### src/hdl/rgb2yuv_pkg.sv
// Shared types and constants of the RGB to YCbCr 4:2:0 converter.
`default_nettype none

package rgb2yuv_pkg;

  // Field widths
  localparam int PIX_W        = 8;
  localparam int CFG_W        = 13;
  localparam int CFG_IDX_W    = 1;
  localparam int LUMA_IDX_W   = 24;
  localparam int CHROMA_IDX_W = 22;
  localparam int SUM_W        = 18;

  // Register indexes
  localparam logic [CFG_IDX_W-1:0] REG_SRC_WIDTH  = 1'b0;
  localparam logic [CFG_IDX_W-1:0] REG_SRC_HEIGHT = 1'b1;

  // Reset values of the size registers
  localparam logic [CFG_W-1:0] RESET_SRC_WIDTH  = 13'd1920;
  localparam logic [CFG_W-1:0] RESET_SRC_HEIGHT = 13'd1080;

  // BT.601 studio range coefficients
  localparam logic signed [SUM_W-1:0] C_YR  = 18'sd66;
  localparam logic signed [SUM_W-1:0] C_YG  = 18'sd129;
  localparam logic signed [SUM_W-1:0] C_YB  = 18'sd25;
  localparam logic signed [SUM_W-1:0] C_UR  = -18'sd38;
  localparam logic signed [SUM_W-1:0] C_UG  = -18'sd74;
  localparam logic signed [SUM_W-1:0] C_UB  = 18'sd112;
  localparam logic signed [SUM_W-1:0] C_VR  = 18'sd112;
  localparam logic signed [SUM_W-1:0] C_VG  = -18'sd94;
  localparam logic signed [SUM_W-1:0] C_VB  = -18'sd18;
  localparam logic signed [SUM_W-1:0] C_RND = 18'sd128;
  localparam logic [PIX_W-1:0] Y_OFFSET = 8'd16;
  localparam logic [PIX_W-1:0] C_OFFSET = 8'd128;

  // Queue between front and back
  localparam int QUEUE_DEPTH = 2;
  localparam int QUEUE_PTR_W = $clog2(QUEUE_DEPTH);
  localparam int QUEUE_CNT_W = $clog2(QUEUE_DEPTH + 1);

  // One classified pixel request
  typedef struct packed {
    logic [PIX_W-1:0]        red;
    logic [PIX_W-1:0]        green;
    logic [PIX_W-1:0]        blue;
    logic                    kept;
    logic                    chroma_valid;
    logic                    frame_end;
    logic [LUMA_IDX_W-1:0]   luma_index;
    logic [CHROMA_IDX_W-1:0] chroma_index;
  } pix_req_t;

endpackage

`default_nettype wire

### src/hdl/rgb2yuv_front.sv
// Front end: size registers, raster position tracking and pixel classification.
`default_nettype none

module rgb2yuv_front
  import rgb2yuv_pkg::*;
#(
  parameter int MAX_WIDTH  = 4096,
  parameter int MAX_HEIGHT = 4096,
  parameter int CROP_ALIGN = 16
) (
  input  wire logic                 clk,
  input  wire logic                 rst_n,
  input  wire logic                 cfg_we,
  input  wire logic [CFG_IDX_W-1:0] cfg_index,
  input  wire logic [CFG_W-1:0]     cfg_wdata,
  input  wire logic                 push,
  input  wire logic [PIX_W-1:0]     red,
  input  wire logic [PIX_W-1:0]     green,
  input  wire logic [PIX_W-1:0]     blue,
  input  wire logic                 q_full,
  output logic                      q_push,
  output pix_req_t                  q_req
);

  localparam int COL_W  = $clog2(MAX_WIDTH);
  localparam int ROW_W  = $clog2(MAX_HEIGHT);
  localparam int WSZ_W  = $clog2(MAX_WIDTH + 1);
  localparam int HSZ_W  = $clog2(MAX_HEIGHT + 1);
  localparam int WCMP_W = (WSZ_W > CFG_W) ? WSZ_W : CFG_W;
  localparam int HCMP_W = (HSZ_W > CFG_W) ? HSZ_W : CFG_W;
  localparam int WEXT_W = WSZ_W + 7;
  localparam int HEXT_W = HSZ_W + 7;
  localparam int SUB_W  = (CROP_ALIGN > 1) ? $clog2(CROP_ALIGN) : 1;

  logic [CFG_W-1:0]        src_width_r;
  logic [CFG_W-1:0]        src_height_r;
  logic [COL_W-1:0]        col_r;
  logic [COL_W-1:0]        col_base_r;
  logic [SUB_W-1:0]        col_sub_r;
  logic [ROW_W-1:0]        row_r;
  logic [ROW_W-1:0]        row_base_r;
  logic [SUB_W-1:0]        row_sub_r;
  logic [LUMA_IDX_W-1:0]   luma_cnt_r;
  logic [CHROMA_IDX_W-1:0] chroma_cnt_r;

  logic [WSZ_W-1:0] w_eff;
  logic [HSZ_W-1:0] h_eff;
  logic             last_col;
  logic             last_row;
  logic             kept;
  logic             cvalid;
  logic             accept;

  // Effective frame size: zero acts as one, oversize clamps to the maximum
  assign w_eff = (src_width_r == '0) ? WSZ_W'(1) :
                 (WCMP_W'(src_width_r) > WCMP_W'(MAX_WIDTH)) ? WSZ_W'(MAX_WIDTH) :
                 WSZ_W'(src_width_r);
  assign h_eff = (src_height_r == '0) ? HSZ_W'(1) :
                 (HCMP_W'(src_height_r) > HCMP_W'(MAX_HEIGHT)) ? HSZ_W'(MAX_HEIGHT) :
                 HSZ_W'(src_height_r);

  // Classification: an aligned block is kept when it fits fully inside the frame
  assign last_col = (WSZ_W'(col_r) == (w_eff - WSZ_W'(1)));
  assign last_row = (HSZ_W'(row_r) == (h_eff - HSZ_W'(1)));
  assign kept     = ((WEXT_W'(col_base_r) + WEXT_W'(CROP_ALIGN)) <= WEXT_W'(w_eff)) &&
                    ((HEXT_W'(row_base_r) + HEXT_W'(CROP_ALIGN)) <= HEXT_W'(h_eff));
  assign cvalid   = kept && col_r[0] && row_r[0];

  assign accept = push && !q_full;
  assign q_push = accept;

  // Kept pixels are consecutive in the cropped planes, so indexes are running counts
  always_comb begin
    q_req              = '0;
    q_req.red          = red;
    q_req.green        = green;
    q_req.blue         = blue;
    q_req.kept         = kept;
    q_req.chroma_valid = cvalid;
    q_req.frame_end    = last_col && last_row;
    if (kept) begin
      q_req.luma_index = luma_cnt_r;
    end
    if (cvalid) begin
      q_req.chroma_index = chroma_cnt_r;
    end
  end

  // Size registers and position counters; a size write restarts the frame
  always_ff @(posedge clk) begin
    if (!rst_n) begin
      src_width_r  <= RESET_SRC_WIDTH;
      src_height_r <= RESET_SRC_HEIGHT;
      col_r        <= '0;
      col_base_r   <= '0;
      col_sub_r    <= '0;
      row_r        <= '0;
      row_base_r   <= '0;
      row_sub_r    <= '0;
      luma_cnt_r   <= '0;
      chroma_cnt_r <= '0;
    end else if (cfg_we) begin
      unique case (cfg_index)
        REG_SRC_WIDTH:  src_width_r  <= cfg_wdata;
        REG_SRC_HEIGHT: src_height_r <= cfg_wdata;
      endcase
      col_r        <= '0;
      col_base_r   <= '0;
      col_sub_r    <= '0;
      row_r        <= '0;
      row_base_r   <= '0;
      row_sub_r    <= '0;
      luma_cnt_r   <= '0;
      chroma_cnt_r <= '0;
    end else if (accept) begin
      if (last_col) begin
        col_r      <= '0;
        col_base_r <= '0;
        col_sub_r  <= '0;
        if (last_row) begin
          row_r      <= '0;
          row_base_r <= '0;
          row_sub_r  <= '0;
        end else begin
          row_r <= row_r + ROW_W'(1);
          if (row_sub_r == SUB_W'(CROP_ALIGN - 1)) begin
            row_sub_r  <= '0;
            row_base_r <= row_r + ROW_W'(1);
          end else begin
            row_sub_r <= row_sub_r + SUB_W'(1);
          end
        end
      end else begin
        col_r <= col_r + COL_W'(1);
        if (col_sub_r == SUB_W'(CROP_ALIGN - 1)) begin
          col_sub_r  <= '0;
          col_base_r <= col_r + COL_W'(1);
        end else begin
          col_sub_r <= col_sub_r + SUB_W'(1);
        end
      end
      // plane counters restart with each frame
      if (last_col && last_row) begin
        luma_cnt_r   <= '0;
        chroma_cnt_r <= '0;
      end else begin
        if (kept) begin
          luma_cnt_r <= luma_cnt_r + LUMA_IDX_W'(1);
        end
        if (cvalid) begin
          chroma_cnt_r <= chroma_cnt_r + CHROMA_IDX_W'(1);
        end
      end
    end
  end

endmodule

`default_nettype wire

### src/hdl/rgb2yuv_queue.sv
// Short request queue between the front end and the color back end.
`default_nettype none

module rgb2yuv_queue
  import rgb2yuv_pkg::*;
(
  input  wire logic     clk,
  input  wire logic     rst_n,
  input  wire logic     q_push,
  input  wire pix_req_t q_wdata,
  output logic          q_full,
  input  wire logic     q_pop,
  output pix_req_t      q_rdata,
  output logic          q_empty
);

  pix_req_t                mem_r [QUEUE_DEPTH];
  logic [QUEUE_PTR_W-1:0]  wr_ptr_r;
  logic [QUEUE_PTR_W-1:0]  rd_ptr_r;
  logic [QUEUE_CNT_W-1:0]  count_r;
  logic                    do_push;
  logic                    do_pop;

  assign q_full  = (count_r == QUEUE_CNT_W'(QUEUE_DEPTH));
  assign q_empty = (count_r == '0);
  assign do_push = q_push && !q_full;
  assign do_pop  = q_pop && !q_empty;
  assign q_rdata = mem_r[rd_ptr_r];

  // Storage
  always_ff @(posedge clk) begin
    if (do_push) begin
      mem_r[wr_ptr_r] <= q_wdata;
    end
  end

  // Pointers and fill count
  always_ff @(posedge clk) begin
    if (!rst_n) begin
      wr_ptr_r <= '0;
      rd_ptr_r <= '0;
      count_r  <= '0;
    end else begin
      if (do_push) begin
        wr_ptr_r <= (wr_ptr_r == QUEUE_PTR_W'(QUEUE_DEPTH - 1)) ? '0 :
                    wr_ptr_r + QUEUE_PTR_W'(1);
      end
      if (do_pop) begin
        rd_ptr_r <= (rd_ptr_r == QUEUE_PTR_W'(QUEUE_DEPTH - 1)) ? '0 :
                    rd_ptr_r + QUEUE_PTR_W'(1);
      end
      if (do_push && !do_pop) begin
        count_r <= count_r + QUEUE_CNT_W'(1);
      end else if (do_pop && !do_push) begin
        count_r <= count_r - QUEUE_CNT_W'(1);
      end
    end
  end

endmodule

`default_nettype wire

### src/hdl/rgb2yuv_back.sv
// Back end: BT.601 multiply-add stage, scaling stage and result register.
`default_nettype none

module rgb2yuv_back
  import rgb2yuv_pkg::*;
(
  input  wire logic                    clk,
  input  wire logic                    rst_n,
  input  wire pix_req_t                q_rdata,
  input  wire logic                    q_empty,
  output logic                         q_pop,
  input  wire logic                    pop,
  output logic                         empty,
  output logic                         kept,
  output logic [PIX_W-1:0]             luma,
  output logic [LUMA_IDX_W-1:0]        luma_index,
  output logic                         chroma_valid,
  output logic [PIX_W-1:0]             cb,
  output logic [PIX_W-1:0]             cr,
  output logic [CHROMA_IDX_W-1:0]      chroma_index,
  output logic                         frame_end
);

  // Divide by 256 truncating toward zero, add offset, keep low byte
  function automatic logic [PIX_W-1:0] scale_offset(input logic signed [SUM_W-1:0] s,
                                                    input logic [PIX_W-1:0] off);
    logic signed [SUM_W-1:0] adj;
    logic signed [SUM_W-1:0] q;
    adj = s + (s[SUM_W-1] ? 18'sd255 : 18'sd0);
    q   = adj >>> 8;
    return q[PIX_W-1:0] + off;
  endfunction

  logic                    s1_v_r;
  pix_req_t                s1_req_r;
  logic signed [SUM_W-1:0] s1_y_r;
  logic signed [SUM_W-1:0] s1_u_r;
  logic signed [SUM_W-1:0] s1_v_sum_r;
  logic                    out_v_r;

  logic signed [SUM_W-1:0] r_s;
  logic signed [SUM_W-1:0] g_s;
  logic signed [SUM_W-1:0] b_s;
  logic                    out_adv;
  logic                    s1_adv;

  // Stall chain from the result register back to the queue
  assign out_adv = !out_v_r || pop;
  assign s1_adv  = !s1_v_r || out_adv;
  assign q_pop   = !q_empty && s1_adv;
  assign empty   = !out_v_r;

  assign r_s = $signed({{(SUM_W - PIX_W){1'b0}}, q_rdata.red});
  assign g_s = $signed({{(SUM_W - PIX_W){1'b0}}, q_rdata.green});
  assign b_s = $signed({{(SUM_W - PIX_W){1'b0}}, q_rdata.blue});

  // Stage 1: weighted sums
  always_ff @(posedge clk) begin
    if (s1_adv) begin
      s1_req_r   <= q_rdata;
      s1_y_r     <= C_YR * r_s + C_YG * g_s + C_YB * b_s + C_RND;
      s1_u_r     <= C_UR * r_s + C_UG * g_s + C_UB * b_s + C_RND;
      s1_v_sum_r <= C_VR * r_s + C_VG * g_s + C_VB * b_s + C_RND;
    end
  end

  // Stage 2: scaling and zeroing of fields that do not apply
  always_ff @(posedge clk) begin
    if (out_adv) begin
      kept         <= s1_req_r.kept;
      luma_index   <= s1_req_r.luma_index;
      chroma_valid <= s1_req_r.chroma_valid;
      chroma_index <= s1_req_r.chroma_index;
      frame_end    <= s1_req_r.frame_end;
      luma         <= s1_req_r.kept ? scale_offset(s1_y_r, Y_OFFSET) : '0;
      cb           <= s1_req_r.chroma_valid ? scale_offset(s1_u_r, C_OFFSET) : '0;
      cr           <= s1_req_r.chroma_valid ? scale_offset(s1_v_sum_r, C_OFFSET) : '0;
    end
  end

  // Stage valid bits
  always_ff @(posedge clk) begin
    if (!rst_n) begin
      s1_v_r  <= 1'b0;
      out_v_r <= 1'b0;
    end else begin
      if (s1_adv) begin
        s1_v_r <= !q_empty;
      end
      if (out_adv) begin
        out_v_r <= s1_v_r;
      end
    end
  end

endmodule

`default_nettype wire

### src/hdl/rgb2yuv_to_yuv420_planar_converter_core.sv
// Top level of the RGB to YCbCr 4:2:0 planar converter.
`default_nettype none

// Converts raster-order RGB pixels to BT.601 studio-range luma and 4:2:0 chroma with
// plane indexes, one pixel per clock sustained while the queue is not full and results
// are popped. Each accepted pixel gives exactly one result; it passes through the queue
// entry, the multiply-add stage register and the scaling stage (result) register, and
// the multiply-add stage takes a new request every clock unless the result register is
// held. A two-entry request queue lets the input keep accepting while results wait to
// be popped. Pixels outside the frame cropped down to multiples of CROP_ALIGN are marked
// not kept; chroma is sampled from the bottom-right pixel of each 2x2 quad. Writing
// either size register restarts the frame at column 0, row 0. The user must ensure sizes
// are written only while the block is idle; the block itself does not enforce this.
module rgb_to_yuv420_planar_converter_core
  import rgb2yuv_pkg::*;
#(
  parameter int MAX_WIDTH  = 4096,
  parameter int MAX_HEIGHT = 4096,
  parameter int CROP_ALIGN = 16
) (
  input  wire logic                    clk,
  input  wire logic                    rst_n,
  // configuration
  input  wire logic                    cfg_we,
  input  wire logic [CFG_IDX_W-1:0]    cfg_index,
  input  wire logic [CFG_W-1:0]        cfg_wdata,
  // pixel input
  input  wire logic                    push,
  output logic                         full,
  input  wire logic [PIX_W-1:0]        in_red,
  input  wire logic [PIX_W-1:0]        in_green,
  input  wire logic [PIX_W-1:0]        in_blue,
  // results
  output logic                         empty,
  input  wire logic                    pop,
  output logic                         out_kept,
  output logic [PIX_W-1:0]             out_luma,
  output logic [LUMA_IDX_W-1:0]        out_luma_index,
  output logic                         out_chroma_valid,
  output logic [PIX_W-1:0]             out_cb,
  output logic [PIX_W-1:0]             out_cr,
  output logic [CHROMA_IDX_W-1:0]      out_chroma_index,
  output logic                         out_frame_end
);

  pix_req_t q_wdata;
  pix_req_t q_rdata;
  logic     q_push;
  logic     q_full;
  logic     q_pop;
  logic     q_empty;

  assign full = q_full;

  rgb2yuv_front #(
    .MAX_WIDTH  (MAX_WIDTH),
    .MAX_HEIGHT (MAX_HEIGHT),
    .CROP_ALIGN (CROP_ALIGN)
  ) u_front (
    .clk       (clk),
    .rst_n     (rst_n),
    .cfg_we    (cfg_we),
    .cfg_index (cfg_index),
    .cfg_wdata (cfg_wdata),
    .push      (push),
    .red       (in_red),
    .green     (in_green),
    .blue      (in_blue),
    .q_full    (q_full),
    .q_push    (q_push),
    .q_req     (q_wdata)
  );

  rgb2yuv_queue u_queue (
    .clk     (clk),
    .rst_n   (rst_n),
    .q_push  (q_push),
    .q_wdata (q_wdata),
    .q_full  (q_full),
    .q_pop   (q_pop),
    .q_rdata (q_rdata),
    .q_empty (q_empty)
  );

  rgb2yuv_back u_back (
    .clk          (clk),
    .rst_n        (rst_n),
    .q_rdata      (q_rdata),
    .q_empty      (q_empty),
    .q_pop        (q_pop),
    .pop          (pop),
    .empty        (empty),
    .kept         (out_kept),
    .luma         (out_luma),
    .luma_index   (out_luma_index),
    .chroma_valid (out_chroma_valid),
    .cb           (out_cb),
    .cr           (out_cr),
    .chroma_index (out_chroma_index),
    .frame_end    (out_frame_end)
  );

  // Front never writes a full queue, back never reads an empty one
  a_no_push_when_full: assert property (@(posedge clk) disable iff (!rst_n)
    q_push |-> !q_full)
    else $error("request written into full queue");

  a_no_pop_when_empty: assert property (@(posedge clk) disable iff (!rst_n)
    q_pop |-> !q_empty)
    else $error("request read from empty queue");

  // Dropped pixels carry no samples or indexes
  a_dropped_zero: assert property (@(posedge clk) disable iff (!rst_n)
    (!empty && !out_kept) |-> (out_luma == '0 && out_luma_index == '0 &&
                               !out_chroma_valid))
    else $error("dropped pixel has nonzero fields");

  // Chroma only from kept pixels, zero otherwise
  a_chroma_fields: assert property (@(posedge clk) disable iff (!rst_n)
    (!empty && !out_chroma_valid) |-> (out_cb == '0 && out_cr == '0 &&
                                       out_chroma_index == '0))
    else $error("chroma fields set without chroma");

endmodule

`default_nettype wire

### config.mk
export PLATFORM = sky130hd
export DESIGN_NAME = rgb_to_yuv420_planar_converter_core
export DESIGN_NICKNAME = d
export VERILOG_FILES = /design/src/hdl/rgb2yuv_pkg.sv /design/src/hdl/rgb2yuv_front.sv /design/src/hdl/rgb2yuv_queue.sv /design/src/hdl/rgb2yuv_back.sv /design/src/hdl/rgb2yuv_to_yuv420_planar_converter_core.sv
export SDC_FILE = /design/constraint.sdc
export NUM_CORES = 1
export LEC_CHECK = 0
export BUFFER_PORTS_ARGS = -buffer_cell sky130_fd_sc_hd__buf_2
export CAP_MARGIN = 10
export CELL_PAD_IN_SITES_DETAIL_PLACEMENT = 1
export CELL_PAD_IN_SITES_GLOBAL_PLACEMENT = 1
export CORE_UTILIZATION = 55
export CTS_CLUSTER_DIAMETER = 120
export CTS_CLUSTER_SIZE = 16
export DETAILED_ROUTE_END_ITERATION = 10
export HOLD_SLACK_MARGIN = 0.1
export PLACE_DENSITY_LB_ADDON = 0.1
export SLEW_MARGIN = 20
export SYNTH_ARGS = -nofsm -noshare
export SYNTH_HDL_FRONTEND = slang
export SYNTH_SLANG_ARGS = --single-unit
### constraint.sdc
create_clock -name clk -period 20.8 [get_ports clk]
set_clock_uncertainty 0.05 [all_clocks]
set_input_delay 1.04 -clock clk [delete_from_list [all_inputs] [get_ports clk]]
set_output_delay 1.04 -clock clk [all_outputs]
set_load 0.01 [all_outputs]
==> results.ini <==
[critical_path]
crit_arrival_ns=8.10
reg2reg_setup_slack_ns=12.98
path_class=flip-flop to flip-flop
crit_path_max_fanout=34
crit_path_max_incr_delay_ns=0.77
crit-reg2reg-capture=u_back.s1_u_r[17]$_DFFE_PN_
r2r_cells=26
critPathSlowestCell=dfxtp_4
critPathLaunchType=flip-flop
worstPathRequired_ns=21.09
end_kind=flip-flop

[detailed_routing]
vias=19190
first_iter_violations=900
dr.pass1.iters=7
drt-total-wl_mm=72.67
drtAntennaViolNets=0
routedWlPerCell_um=21.81
via_per_inst=5.760
drc=0

[final_layout]
final_common_cell=ha_1
n_antenna_cell=0
nets=3128
final_cell_mix=ha_1, edfxtp_1, inv_1, nand2_1, a21oi_1
drive_gt1_frac=0.1030
area_growth_syn_to_layout_pct=8.015

[sta]
worstMarginPinSlew_ns=1.091
setup_violations=0
fmax_mhz=128.0
maxSlewViolCount=0
rsz0062_at_grt=false
fin_crit_sh=0.3757
finalSetupTns_ns=0
slew_headroom=0.2728
hold_viol_final=0
final.min_clock_period_ns=7.815

[clock_network]
cts_resized=0
root_buffer=clkbuf_16
cts_buffers=34
cts_setup_buffers=0
clk_pin_slew_ns=0.07
clockBufferDepth=3
cts_tree=done
h-tree-depth=2
clkSinkCount=451
insertion_delay_ns=0.60
hold_buffers=0

[floorplanning]
core_um2=50480
initial_core_util=0.5622
die_width_um=229.2
rows=82
dieArea_um2=52510
die_h_um=229.2
pin_count=118

[synth]
synthCells=2545
netlist_area_um2=28380
synth-warning-count=0
ys_ff_latch=451
postSynthNetCount=3037
synth_area_per_cell_um2=11.15
synth_cell_types=79
synth_edf_count=316
ys.flop_type=edfxtp_1
ys_seq_area_frac=0.4296
ys_async_sr_fraction=0

[placement]
dp_hpwl_mm=54.70
place_congestion=0.9149
io_buffers=117

[flow_run]
drv_cap=0

[global_routing]
antenna_found_initial=3
busiest_layer=met2
grt_pass1_vias=20940
use_met2=0.5283
met1_usage=0.3333
grt_usage=0.2817
grt_max_degree=72
met3_usage=0.02789
grt_first_pass_wirelength_mm=115.5
grt.overflow.total=0

[hold_path]
hold_path.class=flip-flop to flip-flop
hold-path-endpoint=u_back.chroma_index[15]$_DFFE_PP_
whs_path_depth=0
hp-start=u_back.s1_req_r[15]$_DFFE_PN_

[status]
status=completed

## Yosys cell counts (34+ instances only)
| master | instances | share of area |
|---|---|---|
| and2_1 | 65 | 0.014 |
| nand2_1 | 143 | 0.019 |
| nand3_1 | 57 | 0.010 |
| nor2_1 | 141 | 0.019 |
| o21ai_0 | 83 | 0.015 |
| mux2_2 | 51 | 0.020 |
| dfxtp_1 | 135 | 0.095 |
| xnor2_1 | 131 | 0.040 |
| mux2i_1 | 35 | 0.012 |
| edfxtp_1 | 316 | 0.33 |
| a21oi_1 | 142 | 0.025 |
| clkbuf_1 | 62 | 0.0082 |
| xor2_1 | 66 | 0.020 |
| inv_1 | 254 | 0.034 |
| fa_1 | 101 | 0.071 |
| ha_1 | 348 | 0.15 |
| a21o_1 | 34 | 0.0090 |
## worst max-delay path: cells and delay by family (launching register included)
kind                     cells  cell delay [ns]
AND/OR/NAND/NOR              2             0.37
buffers and inverters        4             0.65
multiplexers                 1             0.61
XOR/XNOR                     2             0.25
AO/OA/AOI/OAI                9             1.69
flip-flops                   1             0.77
adder cells (fa/ha/maj)      8             3.15
## sequential cells by signal (all words and copies together), names as in the netlist, 16 cells and up, named ones only
signal,cells
u_back.chroma_index,22
u_back.luma_index,24
u_back.s1_req_r,49
u_back.s1_u_r,16
u_back.s1_v_sum_r,16
u_back.s1_y_r,16
u_front.chroma_cnt_r,22
u_front.luma_cnt_r,24
u_queue.mem_r,146
## through the flow
| stage | instances | hold slack [ns] | util | area [um^2] | setup WS [ns] |
|---|---|---|---|---|---|
| final | 3331 | 0.3705 | 0.6073 | 30650 | 12.98 |
| after global routing | 3331 | 0.3777 | 0.6073 | 30650 | 12.47 |
| after CTS | 3331 | 0.3712 | 0.6073 | 30650 | 12.91 |
| after detailed placement | 3272 | 0.3563 | 0.5873 | 29650 | 13.01 |
| after global placement | 3272 | 0.3543 | 0.5873 | 29650 | 13.22 |
| after floorplan | 2545 | 0.3503 | - | 28380 | 13.37 |
## routing by layer
metal	routed length [um]	part of all wire	vias up
li1	-	-	9083
met1	29450	0.41	9733
met2	39030	0.54	257
met3	1903	0.026	112
met4	2265	0.031	2
met5	17	0.00023	-
## cell type report
| type | instances | area (um^2) |
|---|---|---|
| Fill cell | 5379 | 19830 |
| Tap cell | 672 | 840.8 |
| Clock inverter | 4 | 75.07 |
| Multi-Input combinational cell | 1761 | 14950 |
| Clock buffer | 55 | 929.6 |
| Inverter | 255 | 958.4 |
| Timing Repair Buffer | 133 | 705.7 |
| Sequential cell | 451 | 12200 |
## how the worst max path moves through the flow
stage / slack, ns / to / from / cells past startpoint
after floorplan: 13.37 / u_back.s1_u_r[17]$_DFFE_PN_ / flip-flop / 28
after global placement: 13.22 / u_back.s1_u_r[17]$_DFFE_PN_ / flip-flop / 27
after detailed placement: 13.01 / u_back.s1_u_r[17]$_DFFE_PN_ / flip-flop / 26
after CTS: 12.91 / u_back.s1_u_r[17]$_DFFE_PN_ / flip-flop / 26
after global routing: 12.47 / u_back.s1_u_r[17]$_DFFE_PN_ / flip-flop / 27
final: 12.98 / u_back.s1_u_r[17]$_DFFE_PN_ / flip-flop / 26
## cell families after synthesis
logic type                 count (synthesis)  synth area share
muxes                                     86           0.03258
and+or+nand+nor                          635            0.1208
AOI/OAI and AO/OA                        394           0.08681
buffers and inverters                    333           0.04475
xor gates and xnor gates                 197           0.06080
DFF                                      451            0.4296
adders and majority gates                449            0.2247
Power is not shown: default switching activity piles up to over one toggle a cycle in this logic, so the estimate is an artifact.
